File: src/rtl/wwa_pkg.sv
// -----------------------------------------------------------------------------
// wwa_pkg
// Shared widths, reset values and register codes for the windowed and
// weighted average core.
// -----------------------------------------------------------------------------
package wwa_pkg;

    localparam int SAMPLE_W           = 16;
    localparam int CNT_W              = 5;
    // Sum of up to 2^CNT_W - 1 samples
    localparam int SUM_W              = SAMPLE_W + CNT_W;
    localparam int DEFAULT_MAX_WINDOW = 16;
    localparam int QUEUE_DEPTH        = 2;

    localparam int APB_ADDR_W = 3;
    localparam int APB_DATA_W = 32;
    localparam int REG_IDX_W  = APB_ADDR_W - 2;

    localparam logic [CNT_W-1:0]     WINDOW_SIZE_RESET = CNT_W'(8);
    localparam logic [REG_IDX_W-1:0] REG_WINDOW_SIZE   = REG_IDX_W'(0);

endpackage

File: src/rtl/wwa_front.sv
// -----------------------------------------------------------------------------
// wwa_front
// Holds the window size register and the window bookkeeping (fill count and
// oldest slot). Places each accepted sample and hands a job to the queue.
// -----------------------------------------------------------------------------
module wwa_front
    import wwa_pkg::*;
#(
    parameter int MAX_WINDOW = DEFAULT_MAX_WINDOW,
    parameter int IDX_W      = (MAX_WINDOW > 1) ? $clog2(MAX_WINDOW) : 1,
    parameter int JOB_W      = SAMPLE_W + 2 * IDX_W + CNT_W
)
(
    input  logic                  clk,
    input  logic                  rst_n,
    input  logic                  in_valid,
    output logic                  in_stall,
    input  logic [SAMPLE_W-1:0]   sample,
    input  logic                  psel,
    input  logic                  penable,
    input  logic                  pwrite,
    input  logic [APB_ADDR_W-1:0] paddr,
    input  logic [APB_DATA_W-1:0] pwdata,
    output logic [APB_DATA_W-1:0] prdata,
    output logic                  pready,
    output logic                  push,
    output logic [JOB_W-1:0]      push_data,
    input  logic                  q_full
);

    typedef struct packed {
        logic [SAMPLE_W-1:0] sample;
        logic [IDX_W-1:0]    slot;
        logic [IDX_W-1:0]    base;
        logic [CNT_W-1:0]    count;
    } job_t;

    localparam int PW = ((IDX_W > CNT_W) ? IDX_W : CNT_W) + 1;
    localparam int CNT_LIMIT = (1 << CNT_W) - 1;
    localparam logic [CNT_W-1:0] MAX_CNT =
        (MAX_WINDOW > CNT_LIMIT) ? CNT_W'(CNT_LIMIT) : CNT_W'(MAX_WINDOW);
    localparam logic [PW-1:0]    MAX_P   = PW'(MAX_WINDOW);

    logic [CNT_W-1:0] win_reg,    win_next;
    logic [CNT_W-1:0] fill_reg,   fill_next;
    logic [IDX_W-1:0] oldest_reg, oldest_next;

    logic [REG_IDX_W-1:0] reg_idx;
    logic                 cfg_wr;
    logic                 accept;
    logic [CNT_W-1:0]     eff_win;
    logic [PW-1:0]        slot_sum;
    logic [PW-1:0]        slot_wrap;
    logic [PW-1:0]        old_inc;
    logic [IDX_W-1:0]     wr_slot;
    job_t                 job;

    assign pready  = 1'b1;
    assign reg_idx = paddr[APB_ADDR_W-1:2];
    assign cfg_wr  = psel && penable && pwrite && pready && (reg_idx == REG_WINDOW_SIZE);
    assign prdata  = (reg_idx == REG_WINDOW_SIZE) ?
                     {{(APB_DATA_W-CNT_W){1'b0}}, win_reg} : '0;

    assign in_stall = q_full;
    assign accept   = in_valid && !in_stall;
    assign push     = accept;

    always_comb
    begin
        if (win_reg == '0)
            eff_win = CNT_W'(1);
        else if (win_reg > MAX_CNT)
            eff_win = MAX_CNT;
        else
            eff_win = win_reg;
    end

    // Circular index arithmetic: sums stay below twice the depth
    assign slot_sum  = PW'(oldest_reg) + PW'(fill_reg);
    assign slot_wrap = (slot_sum >= MAX_P) ? (slot_sum - MAX_P) : slot_sum;
    assign old_inc   = (PW'(oldest_reg) + PW'(1) >= MAX_P) ? '0 : PW'(oldest_reg) + PW'(1);

    always_comb
    begin
        fill_next   = fill_reg;
        oldest_next = oldest_reg;
        win_next    = win_reg;
        if (fill_reg < eff_win)
            wr_slot = slot_wrap[IDX_W-1:0];
        else
            wr_slot = oldest_reg;
        if (cfg_wr)
        begin
            win_next    = pwdata[CNT_W-1:0];
            fill_next   = '0;
            oldest_next = '0;
        end
        else if (accept)
        begin
            if (fill_reg < eff_win)
                fill_next = fill_reg + CNT_W'(1);
            else
                oldest_next = old_inc[IDX_W-1:0];
        end
    end

    always_comb
    begin
        job.sample = sample;
        job.slot   = wr_slot;
        job.base   = oldest_next;
        job.count  = fill_next;
    end

    assign push_data = job;

    always_ff @(posedge clk or negedge rst_n)
    begin
        if (!rst_n)
        begin
            win_reg    <= WINDOW_SIZE_RESET;
            fill_reg   <= '0;
            oldest_reg <= '0;
        end
        else
        begin
            win_reg    <= win_next;
            fill_reg   <= fill_next;
            oldest_reg <= oldest_next;
        end
    end

endmodule

File: src/rtl/wwa_queue.sv
// -----------------------------------------------------------------------------
// wwa_queue
// Short first-in first-out queue of jobs between front and back.
// -----------------------------------------------------------------------------
module wwa_queue
    import wwa_pkg::*;
#(
    parameter int DATA_W = 32
)
(
    input  logic              clk,
    input  logic              rst_n,
    input  logic              push,
    input  logic [DATA_W-1:0] push_data,
    output logic              full,
    input  logic              pop,
    output logic [DATA_W-1:0] pop_data,
    output logic              empty
);

    localparam int QP_W = (QUEUE_DEPTH > 1) ? $clog2(QUEUE_DEPTH) : 1;

    logic [DATA_W-1:0] entry_reg [QUEUE_DEPTH];
    logic [QP_W-1:0]   wr_ptr_reg, wr_ptr_next;
    logic [QP_W-1:0]   rd_ptr_reg, rd_ptr_next;
    logic [QP_W:0]     level_reg,  level_next;

    assign full     = (level_reg == (QP_W+1)'(QUEUE_DEPTH));
    assign empty    = (level_reg == '0);
    assign pop_data = entry_reg[rd_ptr_reg];

    always_comb
    begin
        wr_ptr_next = wr_ptr_reg;
        rd_ptr_next = rd_ptr_reg;
        level_next  = level_reg;
        if (push && !full)
        begin
            wr_ptr_next = (wr_ptr_reg == QP_W'(QUEUE_DEPTH - 1)) ? '0 : wr_ptr_reg + QP_W'(1);
        end
        if (pop && !empty)
        begin
            rd_ptr_next = (rd_ptr_reg == QP_W'(QUEUE_DEPTH - 1)) ? '0 : rd_ptr_reg + QP_W'(1);
        end
        if ((push && !full) && !(pop && !empty))
            level_next = level_reg + (QP_W+1)'(1);
        else if (!(push && !full) && (pop && !empty))
            level_next = level_reg - (QP_W+1)'(1);
    end

    always_ff @(posedge clk)
    begin
        if (push && !full)
            entry_reg[wr_ptr_reg] <= push_data;
    end

    always_ff @(posedge clk or negedge rst_n)
    begin
        if (!rst_n)
        begin
            wr_ptr_reg <= '0;
            rd_ptr_reg <= '0;
            level_reg  <= '0;
        end
        else
        begin
            wr_ptr_reg <= wr_ptr_next;
            rd_ptr_reg <= rd_ptr_next;
            level_reg  <= level_next;
        end
    end

endmodule

File: src/rtl/wwa_back.sv
// -----------------------------------------------------------------------------
// wwa_back
// Owns the sample store. Writes each job's sample, walks the window from the
// oldest entry for sum and weighted average, divides the sum serially by the
// count and holds the result in the output register.
// -----------------------------------------------------------------------------
module wwa_back
    import wwa_pkg::*;
#(
    parameter int MAX_WINDOW = DEFAULT_MAX_WINDOW,
    parameter int IDX_W      = (MAX_WINDOW > 1) ? $clog2(MAX_WINDOW) : 1,
    parameter int JOB_W      = SAMPLE_W + 2 * IDX_W + CNT_W
)
(
    input  logic                clk,
    input  logic                rst_n,
    input  logic                q_empty,
    input  logic [JOB_W-1:0]    pop_data,
    output logic                pop,
    output logic                out_valid,
    input  logic                out_stall,
    output logic [SAMPLE_W-1:0] mean_value,
    output logic [SAMPLE_W-1:0] weighted_value
);

    typedef struct packed {
        logic [SAMPLE_W-1:0] sample;
        logic [IDX_W-1:0]    slot;
        logic [IDX_W-1:0]    base;
        logic [CNT_W-1:0]    count;
    } job_t;

    typedef enum logic [1:0] {
        ST_IDLE,
        ST_WALK,
        ST_DIV,
        ST_FINISH
    } state_t;

    localparam int PW   = ((IDX_W > CNT_W) ? IDX_W : CNT_W) + 1;
    localparam int BC_W = $clog2(SUM_W);
    localparam logic [PW-1:0] MAX_P = PW'(MAX_WINDOW);

    job_t job;

    logic [SAMPLE_W-1:0] mem_reg [MAX_WINDOW];
    logic [SAMPLE_W-1:0] rd_data_reg;

    state_t           state_reg;
    logic [CNT_W-1:0] cnt_reg;
    logic [IDX_W-1:0] base_reg;
    logic [CNT_W-1:0] rd_idx_reg;
    logic             data_vld_reg;
    logic             data_last_reg;
    logic             first_reg;
    logic [SUM_W-1:0] sum_reg;
    logic [SAMPLE_W-1:0] acc_reg;
    logic             neg_reg;
    logic [SUM_W-1:0] dvd_reg;
    logic [CNT_W-1:0] rem_reg;
    logic [BC_W-1:0]  bit_cnt_reg;
    logic             out_vld_reg;
    logic [SAMPLE_W-1:0] mean_reg;
    logic [SAMPLE_W-1:0] wavg_reg;

    logic             issue;
    logic [PW-1:0]    addr_sum;
    logic [IDX_W-1:0] rd_addr;
    logic [SUM_W-1:0] sum_next;
    logic [SUM_W-1:0] sum_mag;
    logic [SAMPLE_W:0] pair_sum;
    logic [SAMPLE_W-1:0] acc_next;
    logic [CNT_W:0]   rem_sh;
    logic             q_bit;
    logic [CNT_W:0]   rem_sub;
    logic [SUM_W-1:0] quo_signed;
    logic             out_free;

    assign job      = pop_data;
    assign pop      = (state_reg == ST_IDLE) && !q_empty;
    assign issue    = (state_reg == ST_WALK) && (rd_idx_reg < cnt_reg);
    assign addr_sum = PW'(base_reg) + PW'(rd_idx_reg);
    assign rd_addr  = (addr_sum >= MAX_P) ? IDX_W'(addr_sum - MAX_P) : IDX_W'(addr_sum);

    always_ff @(posedge clk)
    begin
        if (pop)
            mem_reg[job.slot] <= job.sample;
        if (issue)
            rd_data_reg <= mem_reg[rd_addr];
    end

    // Running sum and floor-halving accumulator on the beat just read
    assign sum_next = sum_reg + {{(SUM_W-SAMPLE_W){rd_data_reg[SAMPLE_W-1]}}, rd_data_reg};
    assign sum_mag  = sum_next[SUM_W-1] ? (~sum_next + SUM_W'(1)) : sum_next;
    assign pair_sum = {acc_reg[SAMPLE_W-1], acc_reg} + {rd_data_reg[SAMPLE_W-1], rd_data_reg};
    assign acc_next = first_reg ? rd_data_reg : pair_sum[SAMPLE_W:1];

    // One restoring division step per cycle
    assign rem_sh  = {rem_reg, dvd_reg[SUM_W-1]};
    assign q_bit   = (rem_sh >= {1'b0, cnt_reg});
    assign rem_sub = rem_sh - {1'b0, cnt_reg};

    assign quo_signed = neg_reg ? (~dvd_reg + SUM_W'(1)) : dvd_reg;
    assign out_free   = !out_vld_reg || !out_stall;

    always_ff @(posedge clk or negedge rst_n)
    begin
        if (!rst_n)
        begin
            state_reg     <= ST_IDLE;
            data_vld_reg  <= 1'b0;
            out_vld_reg   <= 1'b0;
            cnt_reg       <= '0;
            base_reg      <= '0;
            rd_idx_reg    <= '0;
            data_last_reg <= 1'b0;
            first_reg     <= 1'b0;
            bit_cnt_reg   <= '0;
        end
        else
        begin
            data_vld_reg <= issue;
            if (issue)
            begin
                rd_idx_reg    <= rd_idx_reg + CNT_W'(1);
                data_last_reg <= (rd_idx_reg + CNT_W'(1) == cnt_reg);
            end

            if ((state_reg == ST_FINISH) && out_free)
                out_vld_reg <= 1'b1;
            else if (!out_stall)
                out_vld_reg <= 1'b0;

            case (state_reg)
                ST_IDLE:
                begin
                    if (pop)
                    begin
                        cnt_reg    <= job.count;
                        base_reg   <= job.base;
                        rd_idx_reg <= '0;
                        first_reg  <= 1'b1;
                        sum_reg    <= '0;
                        state_reg  <= ST_WALK;
                    end
                end
                ST_WALK:
                begin
                    if (data_vld_reg)
                    begin
                        sum_reg   <= sum_next;
                        acc_reg   <= acc_next;
                        first_reg <= 1'b0;
                        if (data_last_reg)
                        begin
                            neg_reg     <= sum_next[SUM_W-1];
                            dvd_reg     <= sum_mag;
                            rem_reg     <= '0;
                            bit_cnt_reg <= '0;
                            state_reg   <= ST_DIV;
                        end
                    end
                end
                ST_DIV:
                begin
                    dvd_reg     <= {dvd_reg[SUM_W-2:0], q_bit};
                    rem_reg     <= q_bit ? rem_sub[CNT_W-1:0] : rem_sh[CNT_W-1:0];
                    bit_cnt_reg <= bit_cnt_reg + BC_W'(1);
                    if (bit_cnt_reg == BC_W'(SUM_W - 1))
                        state_reg <= ST_FINISH;
                end
                ST_FINISH:
                begin
                    if (out_free)
                    begin
                        mean_reg  <= quo_signed[SAMPLE_W-1:0];
                        wavg_reg  <= acc_reg;
                        state_reg <= ST_IDLE;
                    end
                end
                default:
                begin
                    state_reg <= ST_IDLE;
                end
            endcase
        end
    end

    assign out_valid      = out_vld_reg;
    assign mean_value     = mean_reg;
    assign weighted_value = wavg_reg;

endmodule

File: src/rtl/windowed_and_weighted_average_core.sv
// The back end takes one job at a time; its pace is set by the
// serial walk of the sample store through its single read port and the 21-step divider.
// A two-entry job queue lets the front take up to two further samples meanwhile.
// Reset (rst_n low, asynchronous): window size 8, window empty, queue and output valid cleared.
// -----------------------------------------------------------------------------
// windowed_and_weighted_average_core
// Moving mean and binary-weighted average of signed Q8.8 samples.
// -----------------------------------------------------------------------------
module windowed_and_weighted_average_core
    import wwa_pkg::*;
#(
    parameter int MAX_WINDOW = DEFAULT_MAX_WINDOW
)
(
    input  logic                  clk,
    input  logic                  rst_n,
    input  logic                  in_valid,
    output logic                  in_stall,
    input  logic [SAMPLE_W-1:0]   sample,
    output logic                  out_valid,
    input  logic                  out_stall,
    output logic [SAMPLE_W-1:0]   mean_value,
    output logic [SAMPLE_W-1:0]   weighted_value,
    input  logic                  psel,
    input  logic                  penable,
    input  logic                  pwrite,
    input  logic [APB_ADDR_W-1:0] paddr,
    input  logic [APB_DATA_W-1:0] pwdata,
    output logic [APB_DATA_W-1:0] prdata,
    output logic                  pready
);

    localparam int IDX_W = (MAX_WINDOW > 1) ? $clog2(MAX_WINDOW) : 1;
    localparam int JOB_W = SAMPLE_W + 2 * IDX_W + CNT_W;

    logic             push;
    logic [JOB_W-1:0] push_data;
    logic             q_full;
    logic             pop;
    logic [JOB_W-1:0] pop_data;
    logic             q_empty;

    wwa_front #(
        .MAX_WINDOW (MAX_WINDOW),
        .IDX_W      (IDX_W),
        .JOB_W      (JOB_W)
    ) u_front (
        .clk       (clk),
        .rst_n     (rst_n),
        .in_valid  (in_valid),
        .in_stall  (in_stall),
        .sample    (sample),
        .psel      (psel),
        .penable   (penable),
        .pwrite    (pwrite),
        .paddr     (paddr),
        .pwdata    (pwdata),
        .prdata    (prdata),
        .pready    (pready),
        .push      (push),
        .push_data (push_data),
        .q_full    (q_full)
    );

    wwa_queue #(
        .DATA_W (JOB_W)
    ) u_queue (
        .clk       (clk),
        .rst_n     (rst_n),
        .push      (push),
        .push_data (push_data),
        .full      (q_full),
        .pop       (pop),
        .pop_data  (pop_data),
        .empty     (q_empty)
    );

    wwa_back #(
        .MAX_WINDOW (MAX_WINDOW),
        .IDX_W      (IDX_W),
        .JOB_W      (JOB_W)
    ) u_back (
        .clk            (clk),
        .rst_n          (rst_n),
        .q_empty        (q_empty),
        .pop_data       (pop_data),
        .pop            (pop),
        .out_valid      (out_valid),
        .out_stall      (out_stall),
        .mean_value     (mean_value),
        .weighted_value (weighted_value)
    );

endmodule

File: config.mk
export PLATFORM = sky130hd
export DESIGN_NAME = windowed_and_weighted_average_core
export DESIGN_NICKNAME = d
export VERILOG_FILES = /design/src/rtl/wwa_pkg.sv /design/src/rtl/wwa_front.sv /design/src/rtl/wwa_queue.sv /design/src/rtl/wwa_back.sv /design/src/rtl/windowed_and_weighted_average_core.sv
export SDC_FILE = /design/constraint.sdc
export NUM_CORES = 1
export LEC_CHECK = 0
export BUFFER_PORTS_ARGS = -buffer_cell sky130_fd_sc_hd__buf_2
export CAP_MARGIN = 15
export CORE_MARGIN = 10
export CORE_UTILIZATION = 40
export DETAILED_ROUTE_END_ITERATION = 10
export SYNTH_ARGS = -nofsm -noshare
export SYNTH_HDL_FRONTEND = slang
export SYNTH_SLANG_ARGS = --single-unit
File: constraint.sdc
create_clock -name clk -period 7.1 [get_ports clk]
set_input_delay 0.355 -clock clk [delete_from_list [all_inputs] [get_ports clk]]
set_output_delay 0.355 -clock clk [all_outputs]
set_load 0.01 [all_outputs]
==> results by stage, run 1 <==
Clocking:
- The clock net in this run drives a total of 469 sinks.
- The worst-case clock buffer depth is 3.
- The CTS buffer count is 49.
- The CTS tree is yes.
- The cell at the root of the clock tree is sky130_fd_sc_hd__clkbuf_16.
- After clock tree synthesis, the clock-pin slew on the worst setup and hold paths is 60 ps.
- The H-tree was split into 2 levels.
- At the later pin of the worst-skew pair, clock insertion delay measures 610 ps.

Worst setup path:
- On the worst path, the slowest cell contributes a delay of 480 ps.
- The data required time of the critical path is 7450 ps.
- The critical path goes through ha_1 -> inv_1 -> fa_1 -> nand2b_1 -> a21oi_1 -> o2111ai_1 -> a31oi_1 -> o21ai_0 -> a221o_1 -> nor4_2 -> and4_1 -> nor3_2.
- The buffers plus inverters on the worst setup path is 1.
- The slowest cell on the critical path is sky130_fd_sc_hd__a221o_1.
- STA classifies the critical path endpoint as a register.
- Data arrives at the worst endpoint at 4220 ps.
- The startpoint kind of the worst setup timing path is a register.
- The critical path is of the register to register type.
- Among cell families on the critical path, the largest total delay comes from compound AO/OA/AOI/OAI gates.
- The maximum fanout count along the critical path is 5.

Timing:
- Setup repair after global routing left no endpoint under its margin.
- The total negative slack for setup checks is 0 ps.
- The number of setup violations in the final report is 0.
- Static timing analysis puts the maximum clock frequency at 258 MHz.
- In the post-route analysis, the smallest setup slack over all paths is 3230 ps.
- The worst path uses 54.5% of the clock period.
- Across all hold checks on the routed design, the worst slack comes to 248 ps.
- For the finished layout, the period the worst path requires is 3870 ps.
- The final count of pins violating max slew is 0.
- For the final database, setup skew stands at 34.4 ps.
- At the pin with the least slew margin, the transition time is 1080 ps.
- Measured against its own limit, the worst slew margin works out to 28.2%.
- The final-report hold violation count came to 0.

Routing:
- For this block, the routed nets add up to 44.4 mm of wire.
- The remaining antenna violation count is 0.
- Routed signal wires occupy layers up through met5.
- In the detailed route, the total length drawn on met2 is 21.5 mm.
- The detailed router finished its first iteration with 732 violations.
- For this run, design rule violations remaining after detail routing come to 0.
- The total via count in the routed design is 12400.
- The detail-routed net length per standard cell is 19.1 um.
- The met3 routed wirelength is 1.92 mm.
- The ratio of routed vias to standard cells is 5.33.
- The number of search-and-repair iterations in the first detailed-routing pass is 5.
- For this block, wires on met1 add up to 19.8 mm.

Place:
- The detailed-placement wirelength estimate is 28.0 mm.
- The count of input and output buffers is 67.
- The placement-stage worst setup slack is 2640 ps.
- The post-detailed-placement cell area is 22700 um2.
- The congestion estimate from routability-driven global placement came to 0.799.

Logic synthesis:
- The synthesized netlist devotes 2.36% of its cell area to XOR and XNOR gates.
- Summing the areas of all compound-gate instances in the mapped netlist gives 8.12% of the synthesized area.
- The largest family of logic cells by synthesized area is multiplexers.
- Summing the areas of all fa, ha and maj instances in the mapped netlist gives 4.42% of the synthesized area.
- The most common cell in the synthesized netlist is sky130_fd_sc_hd__edfxtp_1.
- Yosys attributes the largest share of cell area to sky130_fd_sc_hd__edfxtp_1 59%, sky130_fd_sc_hd__mux4_2 6.7%, sky130_fd_sc_hd__dfrtp_1 4.9%, sky130_fd_sc_hd__ha_1 4.0%, sky130_fd_sc_hd__nor2_1 1.7%.
- The flop and latch count out of synthesis is 469.
- The biggest area contributor in the post-synthesis netlist is sky130_fd_sc_hd__edfxtp_1.
- The netlist uses 82 different library cells.
- Counting every instance in the synthesized netlist gives 1479.
- Counting flops with an async set or reset pin after synthesis yields a share of 9.17%.
- Summing the areas of all and, or, nand and nor instances in the mapped netlist gives 8.70% of the synthesized area.
- The count of warnings emitted by yosys is 0.
- For this run, the register share of the synthesized area comes to 64.5%.
- Each instance of the synthesized netlist takes up on average 14.5 um2.
- The primary flip-flop cell chosen by synthesis mapping is sky130_fd_sc_hd__edfxtp_1.
- Of the post-synthesis cell area, the dominant cell type holds 59.5%.
- The multiplexer fraction of the synthesized cell area is 9.11%.
- In this run, synthesis inferred 426 flip-flops with an integrated enable.
- The post-synthesis instance area is 21500 um2.
- The commonest cells after synthesis are 426 x sky130_fd_sc_hd__edfxtp_1, 95 x sky130_fd_sc_hd__nor2_1, 91 x sky130_fd_sc_hd__nand2_1.

Final layout:
- The layout cell share with drive strength beyond 1 is 17.8%.
- The number of inserted filler cells in the final layout is 4633.
- The repair_antennas step left the layout with diodes totalling 0.
- The final standard cell area without fillers is 24600 um2.
- After the last flow step, the layout net total stands at 1727.
- Relative to the synthesized area, the layout overhead comes to 14.1%.
- The register with the most flip-flops in the layout has 256 of them.

Global route:
- The global router's overall resource usage is 13.9%.
- Entering global routing, the biggest net connects 49 pins.
- The first global-routing pass estimated 70.0 mm of wire.
- The number of global-route vias before repair was 12400.
- The number of antenna violations at the first check in global routing was 2.
- For this run the aggregate overflow at the end of global routing stands at 0.

Floorplanning:
- The die covers 63500 um2.
- In this run the standard cell core region covers 52900 um2.
- The initial core utilization is 40.7%.
- The die outline height is 252 um.
- The number of placed I/O pins is 125.
- The die width is 252 um.
- The initialized floorplan defines 84 standard-cell rows.

Power:
- The total power is 0.0131 W.
- In this run the power density over the cells is 536 nW/um2.
- The leakage power summed over all cells is 8.69 nW.
- The worst vdd rail ir drop is 0.000472 V.

Flow run:
- Across the run, the number of max-cap violations was 0.

Status:
- The run finished with clean final reports.

Worst hold path:
- The class of the tightest hold or removal check is input pin to register.
-- final timing paths --
kind	cells past startpoint	endpoint	start	slack [ps]
max	12	u_back.dvd_reg[19]$_DFFE_PP_	u_back.rd_data_reg[0]$_DFFE_PP_	3230
min	3	u_queue.wr_ptr_reg$_DFFE_PN0P_	in_valid	250
max reg2reg	12	u_back.dvd_reg[19]$_DFFE_PP_	u_back.rd_data_reg[0]$_DFFE_PP_	3230
min reg2reg	0	u_back.weighted_value[11]$_DFFE_PP_	u_back.acc_reg[11]$_DFFE_PP_	460
max in group asynchronous	3	u_back.cnt_reg[2]$_DFFE_PN0P_	rst_n	6300
min in group asynchronous	3	u_front.win_reg[2]$_DFFE_PN0P_	rst_n	390
-- placed cells by master, fill, tap and decap left out, drive strengths merged, types with 7 or more instances in the layout --
master,n
xnor2,34
nand2,91
or3,13
dfrtp,42
nor2,95
nor4,10
nor2b,28
a31oi,11
nand2b,12
o31ai,13
a21o,18
clkbuf,59
mux4,64
a21oi,57
buf,97
clkinvlp,7
mux2i,26
o21a,10
a211oi,26
or4,12
mux2,23
and2,23
xor2,24
inv,53
o211ai,16
and3,14
ha,68
o21ai,67
nor3,25
conb,28
clkinv,19
dlygate4sd3,23
nand3,29
edfxtp,426
-- report_power, final --
group          switching (W)  total [W]  leakage, nW  internal, W
clock network        0.00110    0.00258        0.770      0.00147
logic                0.00361    0.00614         3.48      0.00253
registers           0.000363    0.00444         4.43      0.00407
total                0.00508     0.0131         8.69      0.00807
-- kinds of logic (layout without fill, tap and decap cells) --
group           after synthesis  in the layout
mux                         113            113
fa+ha+maj                    73             73
simple gates                370            370
buf+inv                     131            263
compound gates              263            263
xor+xnor                     58             58
other cells                   2             28
flops                       469            469
-- what timing repair did --
item,CTS,global route
hold buffers,23,0
endpoints found under the hold margin,80,0
buffers inserted,0,0
resized for setup,0,0
-- worst register-to-register path, cell delays in order, from the launching register on --
cell and delay, ps:
sky130_fd_sc_hd__edfxtp_1 420, sky130_fd_sc_hd__ha_1 220, sky130_fd_sc_hd__inv_1 60, sky130_fd_sc_hd__fa_1 430, sky130_fd_sc_hd__nand2b_1 190, sky130_fd_sc_hd__a21oi_1 340, sky130_fd_sc_hd__o2111ai_1 210, sky130_fd_sc_hd__a31oi_1 250
sky130_fd_sc_hd__o21ai_0 240, sky130_fd_sc_hd__a221o_1 480, sky130_fd_sc_hd__nor4_2 460, sky130_fd_sc_hd__and4_1 270, sky130_fd_sc_hd__nor3_2 50
-- metrics by stage --
stage | util [%] | std cells
floorplan | - | 1505
global placement | 42.9 | 2209
detailed placement | 42.9 | 2209
CTS | 46.4 | 2324
global route | 46.4 | 2325
finish | 46.4 | 2325
-- per-layer routing --
metal,vias up,GRT usage [%]
met5,-,0
met4,2,4.64
met1,6196,17.8
met3,76,2.85
met2,210,23.4
li1,5898,-
-- cell type report --
cell class                      count  area [um2]  share of cell area [%]
Clock inverter                     33         355                    1.45
Multi-Input combinational cell    905        7210                    29.4
Sequential cell                   469       13900                    56.5
Clock buffer                       59        1260                    5.15
Tap cell                          688         861                    3.51
Timing Repair Buffer              120         798                    3.25
Inverter                           51         191                   0.780
Power figures use the tool's default switching activity.
==> inputs of run 2 (changes only) <==
==> constraint.sdc (replaced) <==
create_clock -name clk -period 3.95 [get_ports clk]
set_input_delay 0.1975 -clock clk [delete_from_list [all_inputs] [get_ports clk]]
set_output_delay 0.1975 -clock clk [all_outputs]
set_load 0.01 [all_outputs]
==> results by stage, run 2 (synthesis gave the netlist of run 1 again) <==
Status:
- The run finished with clean final reports.

Floorplanning:
- The die width is 252 um (unchanged).
- The number of placed I/O pins is 125 (unchanged).
- The die outline height is 252 um (unchanged).
- The area of the die is 63500 um2 (unchanged).
- The initial core utilization is 40.7% (unchanged).
- The core footprint was 52900 um2 (unchanged).
- The number of rows in the core area is 84 (unchanged).

Final layout:
- The diode insertion count for antenna repair came to 0 (unchanged).
- The top cell types in the final layout, fill and taps aside, are 426 x sky130_fd_sc_hd__edfxtp_1, 93 x sky130_fd_sc_hd__nor2_1, 91 x sky130_fd_sc_hd__nand2_1.
- The number of flip-flops in the largest register is 256 (unchanged).
- The number of inserted filler cells in the final layout is 4634 (+0.022%).
- The final standard cell area without fillers is 24800 um2 (+0.87%).
- The library cell used most frequently in the layout, excluding fill and tap cells, is sky130_fd_sc_hd__edfxtp_1.
- Compared with the post-synthesis result, the final layout area differs by 15.1%.
- The post-layout net count is 1746 (+1.1%).
- The layout cell share with drive strength beyond 1 is 18.7% (+0.92 points).
- The end-of-flow core utilization came to 46.8% (+0.40 points).

Routing:
- The DRC violation count after routing is 0 (unchanged).
- The remaining antenna violation count is 0 (unchanged).
- The DRC marker count from the first detailed-route iteration came to 821 (+12%).
- The detail-routed net length per standard cell is 19.1 um (-0.24%).
- The wire length after detailed routing was 44.7 mm (+0.66%).
- The total via count in the routed design was 12600 (+1.5%).
- The ratio of routed vias to standard cells is 5.36 (+0.58%).
- The number of search-and-repair iterations in the first detailed-routing pass is 5 (unchanged).

Timing:
- The final count of pins violating max slew came to 0 (unchanged).
- The number of setup violations in the final report is 0 (unchanged).
- The ratio of final minimum period to clock period is 95.7% (+41 points).
- The final-report hold violation count is 0 (unchanged).
- The final worst clock skew came to 35.7 ps (+1.34 ps).
- Setup repair after global routing left no endpoint under its margin.
- The time the final worst path needs with I/O delays and setup came to 3780 ps (-92.2 ps).
- The total negative slack for setup checks was 0 ps (unchanged).
- The relative slew slack is 29.1% (+0.86 points).
- The slew at the pin closest to its max-slew limit came to 1060 ps (-15.2 ps).
- The highest attainable clock frequency was 265 MHz (+2.4%).

Clocking:
- The maximum level of the CTS H-tree was 2 (unchanged).
- The post-CTS repair timing setup buffer count is 0 (unchanged).
- The CTS tree is yes.
- The CTS buffer count is 51 (+4.1%).
- The tree is rooted in a sky130_fd_sc_hd__clkbuf_16.
- The clock slew at the register clock pins of the worst setup and hold paths is 60 ps (about the same).
- The number of clock sinks came to 469 (unchanged).
- The clock latency of the later-clocked register in the worst-skew pair is 610 ps (about the same).
- The worst-case clock buffer depth is 3 (unchanged).

Worst setup path:
- The sort of element at the end of the critical path is a register.
- The kind of critical path is register to register.
- The data arrival time of the critical path came to 4130 ps (-90 ps).
- The maximum fanout count along the critical path was 4 (-1).
- The data required time of the critical path is 4300 ps (-3150 ps).
- The minimum setup slack among reg-to-reg paths is 170 ps (-3060 ps).
- STA classifies the critical path startpoint as a register.

Place:
- The detailed-placement wirelength estimate was 29.3 mm (+4.9%).
- The post-detailed-placement cell area is 22900 um2 (+0.82%).
- The placer's final routability congestion estimate is 0.840 (+5.0%).
- The count of input and output buffers is 67 (unchanged).

Power:
- The share of total power in combinational logic is 47.7% (+1.0 points).
- The worst vdd rail ir drop came to 0.000444 V (-6.0%).
- The net switching share of the total power came to 38.4% (-0.23 points).
- The leakage power summed over all cells is 8.81 nW (+1.4%).
- The power density over the cells was 975 nW/um2 (+82%).
- The fraction of power consumed by sequential logic was 33.1% (-0.6 points).
- The share of total power in the clock network came to 19.2% (-0.4 points).
- The total power is 0.0241 W (+84%).
- The net switching power is 0.00927 W (+83%).
- The total internal power came to 0.0149 W (+84%).

Global route:
- The global router's overall resource usage is 14.0% (+0.049 points).
- The first-pass GRT wire length was 70.3 mm (+0.41%).
- The pin count of the biggest net entering global routing is 41 (-16%).
- The number of global-route vias before repair was 12600 (+1.5%).
- The residual overflow from global routing is 0 (unchanged).
- The number of antenna violations at the first check in global routing is 0 (-2).

Flow run:
- The number of max-capacitance violations reported is 0 (unchanged).

Worst hold path:
- In this run the worst hold path is classified as input pin to register.
-- run 2: cell count changes in the layout (fill, tap and decap cells not counted), sizes merged --
cell,delta
clkinv,+10
clkinvlp,-2
inv,-3
buf,+17
bufinv,-1
-- run 2: power groups by stage --
stage	Combinational [W]	Clock, W	Sequential [W]
5_1_grt	0.0127	0.00500	0.00809
4_1_cts	0.0116	0.00480	0.00800
3_5_place_dp	0.0116	0	0.00809
3_3_place_gp	0.0114	0	0.00806
6_report	0.0115	0.00465	0.00799
2_1_floorplan	0.00836	0	0.00784
-- run 2: stage by stage --
stage / hold slack, ps / std cells / setup slack (ps)
global route: 117 / 2346 / 72.2
CTS: 40.4 / 2346 / 248
global placement: 184 / 2227 / 279
finish: 65.1 / 2346 / 171
detailed placement: 187 / 2227 / 254
floorplan: -98.1 / 1505 / 368
-- run 2: repair_timing --
item                       4_1_cts  5_1_grt
hold buffers                    23        0
setup endpoints to repair        0       10
gates resized for setup          0        1
hold endpoints to repair        55        0
-- run 2: layout make-up --
type	instances	area [um2]	share of cell area, %
clock inverters	37	353	1.42
well taps	688	861	3.48
inverters	51	191	0.773
repair buffers	137	968	3.91
flip-flops and latches	469	13900	56.0
multi-input cells	905	7220	29.1
clock buffers	59	1310	5.27
-- run 2: worst paths after layout --
kind / from / end / cells after the start
min in group asynchronous: rst_n / u_front.win_reg[2]$_DFFE_PN0P_ / 2
worst min register to register: u_back.acc_reg[11]$_DFFE_PP_ / u_back.weighted_value[11]$_DFFE_PP_ / 0
worst max-delay path: u_back.rd_data_reg[1]$_DFFE_PP_ / u_back.dvd_reg[19]$_DFFE_PP_ / 10
max in group asynchronous: rst_n / u_back.state_reg[1]$_DFFE_PN0P_ / 3
worst min-delay path: in_valid / u_queue.wr_ptr_reg$_DFFE_PN0P_ / 3
worst max register to register: u_back.rd_data_reg[1]$_DFFE_PP_ / u_back.dvd_reg[19]$_DFFE_PP_ / 10
-- run 2: per-layer routing --
| metal | global-route usage [%] | wire length [um] | up-vias |
|---|---|---|---|
| met5 | 0 | 0 | - |
| li1 | - | - | 5937 |
| met4 | 4.66 | 998 | 0 |
| met2 | 23.8 | 22200 | 252 |
| met3 | 2.55 | 2150 | 69 |
| met1 | 17.7 | 19400 | 6308 |
-- run 2: critical path: stages, from the launching register on --
cell and delay (ps):
sky130_fd_sc_hd__edfxtp_1 450, sky130_fd_sc_hd__ha_1 330, sky130_fd_sc_hd__a211o_1 340, sky130_fd_sc_hd__a211oi_2 330, sky130_fd_sc_hd__o211ai_2 200, sky130_fd_sc_hd__a2111o_1 470
sky130_fd_sc_hd__a21o_1 190, sky130_fd_sc_hd__a221o_1 450, sky130_fd_sc_hd__nor4_2 460, sky130_fd_sc_hd__and4_1 270, sky130_fd_sc_hd__nor3_2 50
